--- src/hw/rtl/brh_pkg.sv ---
// Shared constants and types for the Bresenham ray hit test block.
// No dependencies.
package brh_pkg;

  localparam int SLOTS_DEF      = 8;
  localparam int COORD_BITS_DEF = 12;
  localparam int SLOT_FIELD_W   = 3;
  localparam int SELF_FIELD_W   = 4;
  localparam int SIZE_W         = 8;
  // Width used when comparing slot numbers against SLOTS (max 255).
  localparam int SLOT_CMP_W     = 8;

  localparam logic FUNC_WRITE = 1'b0;
  localparam logic FUNC_CAST  = 1'b1;

  // Controls from the sequencer to the line walker.
  typedef struct packed {
    logic load;
    logic adv;
  } walk_ctrl_t;

endpackage

--- src/hw/rtl/brh_slots.sv ---
// Rectangle slot table with per-slot active flags and a parallel point test.
// Depends on brh_pkg.
module brh_slots
  import brh_pkg::*;
#(
  parameter int SLOTS      = SLOTS_DEF,
  parameter int COORD_BITS = COORD_BITS_DEF
) (
  input  logic                         clk,
  input  logic                         rst_n,
  input  logic                         wr_en,
  input  logic [SLOT_FIELD_W-1:0]      wr_slot,
  input  logic                         wr_active,
  input  logic signed [COORD_BITS-1:0] wr_x,
  input  logic signed [COORD_BITS-1:0] wr_y,
  input  logic [SIZE_W-1:0]            wr_w,
  input  logic [SIZE_W-1:0]            wr_h,
  input  logic signed [COORD_BITS-1:0] pt_x,
  input  logic signed [COORD_BITS-1:0] pt_y,
  input  logic [SELF_FIELD_W-1:0]      self_slot,
  output logic                         hit
);

  localparam int IDX_W = (SLOTS > 1) ? $clog2(SLOTS) : 1;
  localparam int EXT_W = COORD_BITS + 1;

  logic                         on_r  [SLOTS];
  logic signed [COORD_BITS-1:0] bx_r  [SLOTS];
  logic signed [COORD_BITS-1:0] by_r  [SLOTS];
  logic [SIZE_W-1:0]            bw_r  [SLOTS];
  logic [SIZE_W-1:0]            bh_r  [SLOTS];
  logic [SLOTS-1:0]             hit_vec;

  logic             wr_ok;
  logic [IDX_W-1:0] wr_idx;

  assign wr_ok  = wr_en &&
                  ({{(SLOT_CMP_W-SLOT_FIELD_W){1'b0}}, wr_slot} < SLOT_CMP_W'(SLOTS));
  assign wr_idx = IDX_W'(wr_slot);

  always_ff @(posedge clk) begin
    if (!rst_n) begin
      for (int k = 0; k < SLOTS; k++) begin
        on_r[k] <= 1'b0;
      end
    end else if (wr_ok) begin
      on_r[wr_idx] <= wr_active;
    end
  end

  always_ff @(posedge clk) begin
    if (wr_ok) begin
      bx_r[wr_idx] <= wr_x;
      by_r[wr_idx] <= wr_y;
      bw_r[wr_idx] <= wr_w;
      bh_r[wr_idx] <= wr_h;
    end
  end

  // Half-open test x <= px < x+w, y <= py < y+h, one comparator set per slot.
  for (genvar k = 0; k < SLOTS; k++) begin : g_cmp
    logic signed [EXT_W-1:0] x_lo, y_lo, x_hi, y_hi, px_e, py_e;
    logic                    not_self;
    assign x_lo = EXT_W'(bx_r[k]);
    assign y_lo = EXT_W'(by_r[k]);
    assign x_hi = x_lo + $signed({{(EXT_W-SIZE_W){1'b0}}, bw_r[k]});
    assign y_hi = y_lo + $signed({{(EXT_W-SIZE_W){1'b0}}, bh_r[k]});
    assign px_e = EXT_W'(pt_x);
    assign py_e = EXT_W'(pt_y);
    assign not_self = (SLOT_CMP_W'(k) !=
                       {{(SLOT_CMP_W-SELF_FIELD_W){1'b0}}, self_slot});
    assign hit_vec[k] = on_r[k] && not_self &&
                        (px_e >= x_lo) && (px_e < x_hi) &&
                        (py_e >= y_lo) && (py_e < y_hi);
  end

  assign hit = |hit_vec;

endmodule

--- src/hw/rtl/brh_walk.sv ---
// Bresenham line stepper: holds the current point and error term, one step per advance.
// Depends on brh_pkg.
module brh_walk
  import brh_pkg::*;
#(
  parameter int COORD_BITS = COORD_BITS_DEF
) (
  input  logic                         clk,
  input  walk_ctrl_t                   ctrl,
  input  logic signed [COORD_BITS-1:0] start_x,
  input  logic signed [COORD_BITS-1:0] start_y,
  input  logic signed [COORD_BITS-1:0] end_x,
  input  logic signed [COORD_BITS-1:0] end_y,
  output logic signed [COORD_BITS-1:0] pt_x,
  output logic signed [COORD_BITS-1:0] pt_y,
  output logic                         at_end
);

  // Error term stays within about +-2^COORD_BITS; two guard bits for 2*err.
  localparam int ERR_W = COORD_BITS + 3;

  logic signed [COORD_BITS-1:0] x_r, y_r, ex_r, ey_r;
  logic signed [COORD_BITS-1:0] x_nxt, y_nxt, ex_nxt, ey_nxt;
  logic signed [ERR_W-1:0]      dx_r, dy_r, err_r;
  logic signed [ERR_W-1:0]      dx_nxt, dy_nxt, err_nxt;
  logic                         sxn_r, syn_r, sxn_nxt, syn_nxt;

  logic signed [ERR_W-1:0] x0e, x1e, y0e, y1e, ldx, ldy, e2, err_a;
  logic                    step_x, step_y;

  always_comb begin
    x0e = ERR_W'(start_x);
    x1e = ERR_W'(end_x);
    y0e = ERR_W'(start_y);
    y1e = ERR_W'(end_y);
    ldx = (x1e > x0e) ? (x1e - x0e) : (x0e - x1e);
    ldy = (y1e > y0e) ? (y0e - y1e) : (y1e - y0e);

    e2     = err_r <<< 1;
    step_x = (e2 >= dy_r);
    step_y = (e2 <= dx_r);
    err_a  = err_r + (step_x ? dy_r : '0) + (step_y ? dx_r : '0);

    x_nxt   = x_r;
    y_nxt   = y_r;
    ex_nxt  = ex_r;
    ey_nxt  = ey_r;
    dx_nxt  = dx_r;
    dy_nxt  = dy_r;
    err_nxt = err_r;
    sxn_nxt = sxn_r;
    syn_nxt = syn_r;
    if (ctrl.load) begin
      x_nxt   = start_x;
      y_nxt   = start_y;
      ex_nxt  = end_x;
      ey_nxt  = end_y;
      dx_nxt  = ldx;
      dy_nxt  = ldy;
      err_nxt = ldx + ldy;
      sxn_nxt = !(start_x < end_x);
      syn_nxt = !(start_y < end_y);
    end else if (ctrl.adv) begin
      err_nxt = err_a;
      if (step_x) begin
        x_nxt = sxn_r ? (x_r - COORD_BITS'(1)) : (x_r + COORD_BITS'(1));
      end
      if (step_y) begin
        y_nxt = syn_r ? (y_r - COORD_BITS'(1)) : (y_r + COORD_BITS'(1));
      end
    end
  end

  always_ff @(posedge clk) begin
    x_r   <= x_nxt;
    y_r   <= y_nxt;
    ex_r  <= ex_nxt;
    ey_r  <= ey_nxt;
    dx_r  <= dx_nxt;
    dy_r  <= dy_nxt;
    err_r <= err_nxt;
    sxn_r <= sxn_nxt;
    syn_r <= syn_nxt;
  end

  assign pt_x   = x_r;
  assign pt_y   = y_r;
  assign at_end = (x_r == ex_r) && (y_r == ey_r);

endmodule

--- src/hw/rtl/bresenham_ray_hit_test_top.sv ---
// Top level of the Bresenham ray hit test: sequencer, slot table, line walker.
// Depends on brh_pkg, brh_slots, brh_walk.
//
// Usage:
//   Input channel (in_valid / in_stall) carries one transaction per item.
//   in_func = write: loads rectangle slot in_slot with in_box_* and the
//   active flag; the result is all zero. in_func = cast: walks a Bresenham
//   line from in_start_* toward in_end_*, testing each point short of the
//   end against every active slot except in_self_slot (parallel compare).
//   Output channel (out_valid / out_stall) returns one transaction per item:
//   stop point and blocked flag.
// Sequence (a cast steps at most max(|dx|,|dy|) points before the stop):
//   Write: IDLE, then FIN, then the output register; next input taken in IDLE.
//   Cast: IDLE, then WALK until the end or a hit, then FIN, then the output register.
//   in_stall is high from acceptance until the result enters the output
//   register; a new item is taken while that result still waits.
// Reset: synchronous, active low; clears all slot active flags, the
//   sequencer and out_valid. Rectangle contents are undefined until written.
// Stall: a held result stays in the output register; a finished result
//   behind it waits in the sequencer and the input stays stalled.
module bresenham_ray_hit_test_top
  import brh_pkg::*;
#(
  parameter int SLOTS      = SLOTS_DEF,
  parameter int COORD_BITS = COORD_BITS_DEF
) (
  input  logic                         clk,
  input  logic                         rst_n,
  input  logic                         in_valid,
  output logic                         in_stall,
  input  logic                         in_func,
  input  logic [SLOT_FIELD_W-1:0]      in_slot,
  input  logic                         in_slot_active,
  input  logic signed [COORD_BITS-1:0] in_box_x,
  input  logic signed [COORD_BITS-1:0] in_box_y,
  input  logic [SIZE_W-1:0]            in_box_w,
  input  logic [SIZE_W-1:0]            in_box_h,
  input  logic signed [COORD_BITS-1:0] in_start_x,
  input  logic signed [COORD_BITS-1:0] in_start_y,
  input  logic signed [COORD_BITS-1:0] in_end_x,
  input  logic signed [COORD_BITS-1:0] in_end_y,
  input  logic [SELF_FIELD_W-1:0]      in_self_slot,
  output logic                         out_valid,
  input  logic                         out_stall,
  output logic signed [COORD_BITS-1:0] out_stop_x,
  output logic signed [COORD_BITS-1:0] out_stop_y,
  output logic                         out_blocked
);

  typedef enum logic [1:0] {
    ST_IDLE,
    ST_WALK,
    ST_FIN
  } state_t;

  state_t state_r, state_nxt;

  logic [SELF_FIELD_W-1:0]      self_r, self_nxt;
  logic signed [COORD_BITS-1:0] res_x_r, res_y_r, res_x_nxt, res_y_nxt;
  logic                         res_blk_r, res_blk_nxt;
  logic                         out_valid_r, out_valid_nxt;
  logic signed [COORD_BITS-1:0] out_x_r, out_y_r, out_x_nxt, out_y_nxt;
  logic                         out_blk_r, out_blk_nxt;

  logic                         accept, wr_en, pt_hit, at_end, out_free;
  logic signed [COORD_BITS-1:0] pt_x, pt_y;
  walk_ctrl_t                   wctrl;

  assign in_stall = (state_r != ST_IDLE);
  assign accept   = in_valid && !in_stall;
  assign wr_en    = accept && (in_func == FUNC_WRITE);
  assign out_free = !out_valid_r || !out_stall;

  assign wctrl.load = accept && (in_func == FUNC_CAST);
  assign wctrl.adv  = (state_r == ST_WALK) && !at_end && !pt_hit;

  brh_slots #(
    .SLOTS      (SLOTS),
    .COORD_BITS (COORD_BITS)
  ) u_slots (
    .clk       (clk),
    .rst_n     (rst_n),
    .wr_en     (wr_en),
    .wr_slot   (in_slot),
    .wr_active (in_slot_active),
    .wr_x      (in_box_x),
    .wr_y      (in_box_y),
    .wr_w      (in_box_w),
    .wr_h      (in_box_h),
    .pt_x      (pt_x),
    .pt_y      (pt_y),
    .self_slot (self_r),
    .hit       (pt_hit)
  );

  brh_walk #(
    .COORD_BITS (COORD_BITS)
  ) u_walk (
    .clk     (clk),
    .ctrl    (wctrl),
    .start_x (in_start_x),
    .start_y (in_start_y),
    .end_x   (in_end_x),
    .end_y   (in_end_y),
    .pt_x    (pt_x),
    .pt_y    (pt_y),
    .at_end  (at_end)
  );

  always_comb begin
    state_nxt     = state_r;
    self_nxt      = self_r;
    res_x_nxt     = res_x_r;
    res_y_nxt     = res_y_r;
    res_blk_nxt   = res_blk_r;
    out_valid_nxt = out_valid_r;
    out_x_nxt     = out_x_r;
    out_y_nxt     = out_y_r;
    out_blk_nxt   = out_blk_r;

    // Output register drains when the receiver takes the transaction.
    if (out_valid_r && !out_stall) begin
      out_valid_nxt = 1'b0;
    end

    case (state_r)
      ST_IDLE: begin
        if (accept) begin
          self_nxt = in_self_slot;
          if (in_func == FUNC_WRITE) begin
            res_x_nxt   = '0;
            res_y_nxt   = '0;
            res_blk_nxt = 1'b0;
            state_nxt   = ST_FIN;
          end else begin
            state_nxt = ST_WALK;
          end
        end
      end
      ST_WALK: begin
        // End point is never tested; otherwise stop on the first hit.
        if (at_end || pt_hit) begin
          res_x_nxt   = pt_x;
          res_y_nxt   = pt_y;
          res_blk_nxt = !at_end;
          state_nxt   = ST_FIN;
        end
      end
      ST_FIN: begin
        if (out_free) begin
          out_valid_nxt = 1'b1;
          out_x_nxt     = res_x_r;
          out_y_nxt     = res_y_r;
          out_blk_nxt   = res_blk_r;
          state_nxt     = ST_IDLE;
        end
      end
      default: begin
        state_nxt = ST_IDLE;
      end
    endcase
  end

  always_ff @(posedge clk) begin
    if (!rst_n) begin
      state_r     <= ST_IDLE;
      out_valid_r <= 1'b0;
    end else begin
      state_r     <= state_nxt;
      out_valid_r <= out_valid_nxt;
      self_r      <= self_nxt;
      res_x_r     <= res_x_nxt;
      res_y_r     <= res_y_nxt;
      res_blk_r   <= res_blk_nxt;
      out_x_r     <= out_x_nxt;
      out_y_r     <= out_y_nxt;
      out_blk_r   <= out_blk_nxt;
    end
  end

  assign out_valid   = out_valid_r;
  assign out_stop_x  = out_x_r;
  assign out_stop_y  = out_y_r;
  assign out_blocked = out_blk_r;

endmodule

--- config.mk ---
export PLATFORM = sky130hd
export DESIGN_NAME = bresenham_ray_hit_test_top
export DESIGN_NICKNAME = d
export VERILOG_FILES = /design/src/hw/rtl/brh_pkg.sv /design/src/hw/rtl/brh_slots.sv /design/src/hw/rtl/brh_walk.sv /design/src/hw/rtl/bresenham_ray_hit_test_top.sv
export SDC_FILE = /design/constraint.sdc
export NUM_CORES = 1
export LEC_CHECK = 0
export BUFFER_PORTS_ARGS = -buffer_cell sky130_fd_sc_hd__buf_4
export CORE_MARGIN = 2
export CORE_UTILIZATION = 60
export CTS_BUF_LIST = sky130_fd_sc_hd__clkbuf_2 sky130_fd_sc_hd__clkbuf_4 sky130_fd_sc_hd__clkbuf_8
export CTS_CLUSTER_SIZE = 40
export DETAILED_ROUTE_END_ITERATION = 10
export GPL_TIMING_DRIVEN = 0
export PLACE_DENSITY = 0.82
export SYNTH_ARGS = -nofsm -noshare
export SYNTH_HDL_FRONTEND = slang
export SYNTH_HIERARCHICAL = 1
export SYNTH_SLANG_ARGS = --single-unit
export TNS_END_PERCENT = 50
--- constraint.sdc ---
create_clock -name clk -period 10.86 [get_ports clk]
set_input_delay 1.086 -clock clk [delete_from_list [all_inputs] [get_ports clk]]
set_output_delay 1.086 -clock clk [all_outputs]
set_load 0.05 [all_outputs]
==> results_dict.tcl <==
set metrics [dict create \
    critPathCapture "res_x_r[7]" \
    synth_edf_count 464 \
    cts_sinks 475 \
    grt_max_degree 40 \
    gp_congestion 0.9144 \
    crit_required_ps 11230 \
    crit_fanout 13 \
    reg2reg_to "res_x_r[7]" \
    via_per_inst 6.077 \
    status "completed" \
    first_global_vias 25937 \
    timing.hold.ws_ps 417.0 \
    clk_path_buf_depth 3 \
    crit_path_max_incr_delay_ps 810 \
    cts_buffers 84 \
    drv_cap 0 \
    setup_tns_ps 0 \
    syn_area_mm2 0.03539 \
    path_clk_slew_ps 60 \
    fp.dieH_um 246.9 \
    crit_path_start_kind "register" \
    drive_gt1_share_pct 9.298 \
    antenna_found_initial 4 \
    cts_tree "yes" \
    dp.cells 4171 \
    worst_slack_ps 4464 \
    crit_slowest_cell "nor4bb_4" \
    period_share_pct 58.89 \
    fin_util_pct 66.95 \
    stdcell_area_mm2 0.03929 \
    layout_common_cells "ha_1, edfxtp_1, inv_1, a21oi_1, xnor2_1" \
    post-place-ws_ps 4517 \
    drtIter0Drc 2194 \
    final_common_cell "ha_1" \
    cts_setup_buffers 0 \
    gr-total-overflow 0 \
    async_flop_share_pct 0 \
    route.detailed.drc 0 \
    cts-root-buf "clkbuf_8" \
    drtAntennaViolNets 0 \
    pin_count 128 \
    drv_slew 0 \
    crit_type "register to register" \
    rsz0062_at_grt "false" \
    synth_nets 4032 \
    wl_per_cell_um 20.69 \
    grt_util_all_layers_pct 29.51 \
    setup_viol 0 \
    synth_cell_types 87 \
    cp.arrival_ps 6770 \
    fillers 4379 \
    worstRegToRegCells 23 \
    power.total_mw 6.483 \
    cpMostUsedCell "nor2_1" \
    fmax_mhz 156.4 \
    slew_headroom_pct 2.576 \
    grt_pass1_wl_um 137400 \
    ys_warn_count 6 \
    avgSynthCellArea_um2 10.86 \
    rows 89 \
    power_density_mw_per_mm2 165.0 \
    clock_latency_ps 680 \
    nets 4259 \
    crit_path_start "u_slots/by_r[4][0]" \
    r2r-start "u_slots/by_r[4][0]" \
    vdd_drop_max_mv 0.2192 \
    fin_cells 4323 \
    firstDrtPassIters 6 \
    die_x_um 246.9 \
    htree_num_levels 3 \
    routed_wl_um 89460 \
    holdBufCountCts 0 \
    synth_seq_cells 475 \
    fin_skew_ps 32.11 \
    crit_path_end_kind "register" \
    placed_area_mm2 0.03763 \
    vias 26271 \
    cts_resized 0 \
    reg2reg_slack_ps 4460 \
    ys.flop_type "edfxtp_1" \
    post-route-min-period_ps 6396 \
    synthToLayoutAreaGrowth_pct 11.03 \
    start_util_pct 60.30 \
    hold_class "register to register" \
    numPortBuffers 126 \
    synth_seq_area_share_pct 40.00 \
    p_leak_nw 17.24 \
    hold_viol 0 \
    syn_inst 3258 \
    dieArea_mm2 0.06093 \
    dp_hpwl_um 65070 \
    crit_chain "ha_1 -> fa_1 -> a21oi_1 -> nor2_1 -> nor2_1 -> o21bai_1 -> a21oi_1 -> o21bai_1 -> nand3_1 -> xnor2_1 -> ha_1 -> a21o_1 -> a211oi_1 -> nand4b_1 -> o311ai_0 -> o221ai_1 -> nor4_1 -> nor4_1 -> nand4_1 -> nor4b_4 -> nor2_1 -> nor4bb_4 -> buf_6" \
    core_mm2 0.05869 \
    worst_pin_slew_ps 1461 \
]
[per-layer routing]
layer | GRT usage (%) | wire (µm) | up-vias
met1 | 36.80 | 36910 | 12489
met5 | 0 | 0 | -
met2 | 49.22 | 41530 | 1011
li1 | - | - | 12498
met4 | 15.77 | 4720 | 0
met3 | 4.808 | 6304 | 273
[cell families (layout without fill, tap and decap cells)]
logic type      Yosys count  after routing  share of synthesized area [%]
compound gates          764            764                          14.28
fa+ha+maj               673            673                          24.58
other cells               0              1                              0
simple gates            644            644                          9.409
xor+xnor                245            245                          6.064
buf+inv                 420            711                          4.597
mux                      37             37                          1.068
flops                   475            475                          40.00
[worst max-delay path, delay by kind of cell, from the launching register on]
kind	cells	cell delay, ps
simple gates	10	2400
fa+ha+maj	3	930
compound gates	8	1910
xor+xnor	1	130
buf+inv	1	300
flops	1	420
[how the worst min path moves through the flow]
stage	start	end	slack, ps	cells after the start
4_1_cts	res_y_r[6]	out_stop_y[6]	410	0
5_1_grt	res_y_r[1]	out_stop_y[1]	420	0
3_5_place_dp	res_y_r[2]	out_stop_y[2]	400	0
2_1_floorplan	res_blk_r	out_blocked	400	0
6_report	res_x_r[11]	out_stop_x[11]	420	0
3_3_place_gp	res_x_r[2]	out_stop_x[2]	400	0
[Yosys cell counts, drive strengths merged, types with 11 or more instances]
| library cell | instances | area (µm²) |
|---|---|---|
| a2111oi | 21 | 202.7 |
| a211oi | 39 | 305.3 |
| a21boi | 14 | 105.1 |
| a21o | 119 | 894.6 |
| a21oi | 222 | 1122 |
| a31oi | 26 | 162.7 |
| and2 | 35 | 219.0 |
| and3 | 12 | 75.07 |
| buf | 14 | 100.1 |
| clkbuf | 15 | 58.81 |
| dfxtp | 11 | 220.2 |
| edfxtp | 464 | 13930 |
| fa | 37 | 740.7 |
| ha | 636 | 7958 |
| inv | 391 | 1468 |
| mux2i | 31 | 310.3 |
| nand2 | 138 | 518.0 |
| nand2b | 45 | 289.0 |
| nand3 | 52 | 260.3 |
| nand4 | 64 | 400.4 |
| nor2 | 133 | 501.7 |
| nor2b | 49 | 314.1 |
| nor3 | 51 | 255.2 |
| nor4 | 25 | 156.4 |
| o2111ai | 13 | 138.9 |
| o211ai | 24 | 185.2 |
| o21a | 23 | 173.9 |
| o21ai | 150 | 762.0 |
| o21bai | 40 | 300.3 |
| xnor2 | 147 | 1287 |
| xor2 | 98 | 858.3 |
[area by class of cell]
cell class / count / area [µm²] / share of cell area [%]
Antenna cell: 1 / 2.502 / 0.006369
Buffer: 29 / 158.9 / 0.4044
Clock buffer: 105 / 1345 / 3.423
Clock inverter: 45 / 286.5 / 0.7293
Inverter: 391 / 1468 / 3.736
Multi-Input combinational cell: 2363 / 19680 / 50.08
Sequential cell: 475 / 14150 / 36.02
Tap cell: 773 / 967.2 / 2.462
Timing Repair Buffer: 141 / 1230 / 3.130
[power by group]
part           leakage, nW  internal (mW)  total (mW)  switching, mW
sequential            4.31           2.18        2.42          0.239
clock                0.855          0.885        1.65          0.764
combinational         12.1           1.02        2.41           1.39
total                 17.2           4.09        6.48           2.39
[registers in the layout (all words and copies together), names as in the netlist, 2 cells and up]
signal and flops:
u_slots/by_r 96, res_x_r 12, u_walk/pt_y 12, u_slots/bx_r 96, u_slots/on_r 8, u_walk/ex_r 12, u_slots/bw_r 64, u_walk/dx_r 13
state_r 2, u_slots/bh_r 64, out_stop_x 12, u_walk/pt_x 12, res_y_r 12, u_walk/ey_r 12, u_walk/err_r 14, out_stop_y 12
u_walk/dy_r 13, self_r 4
No activity file was read; power rests on OpenSTA's default activity.
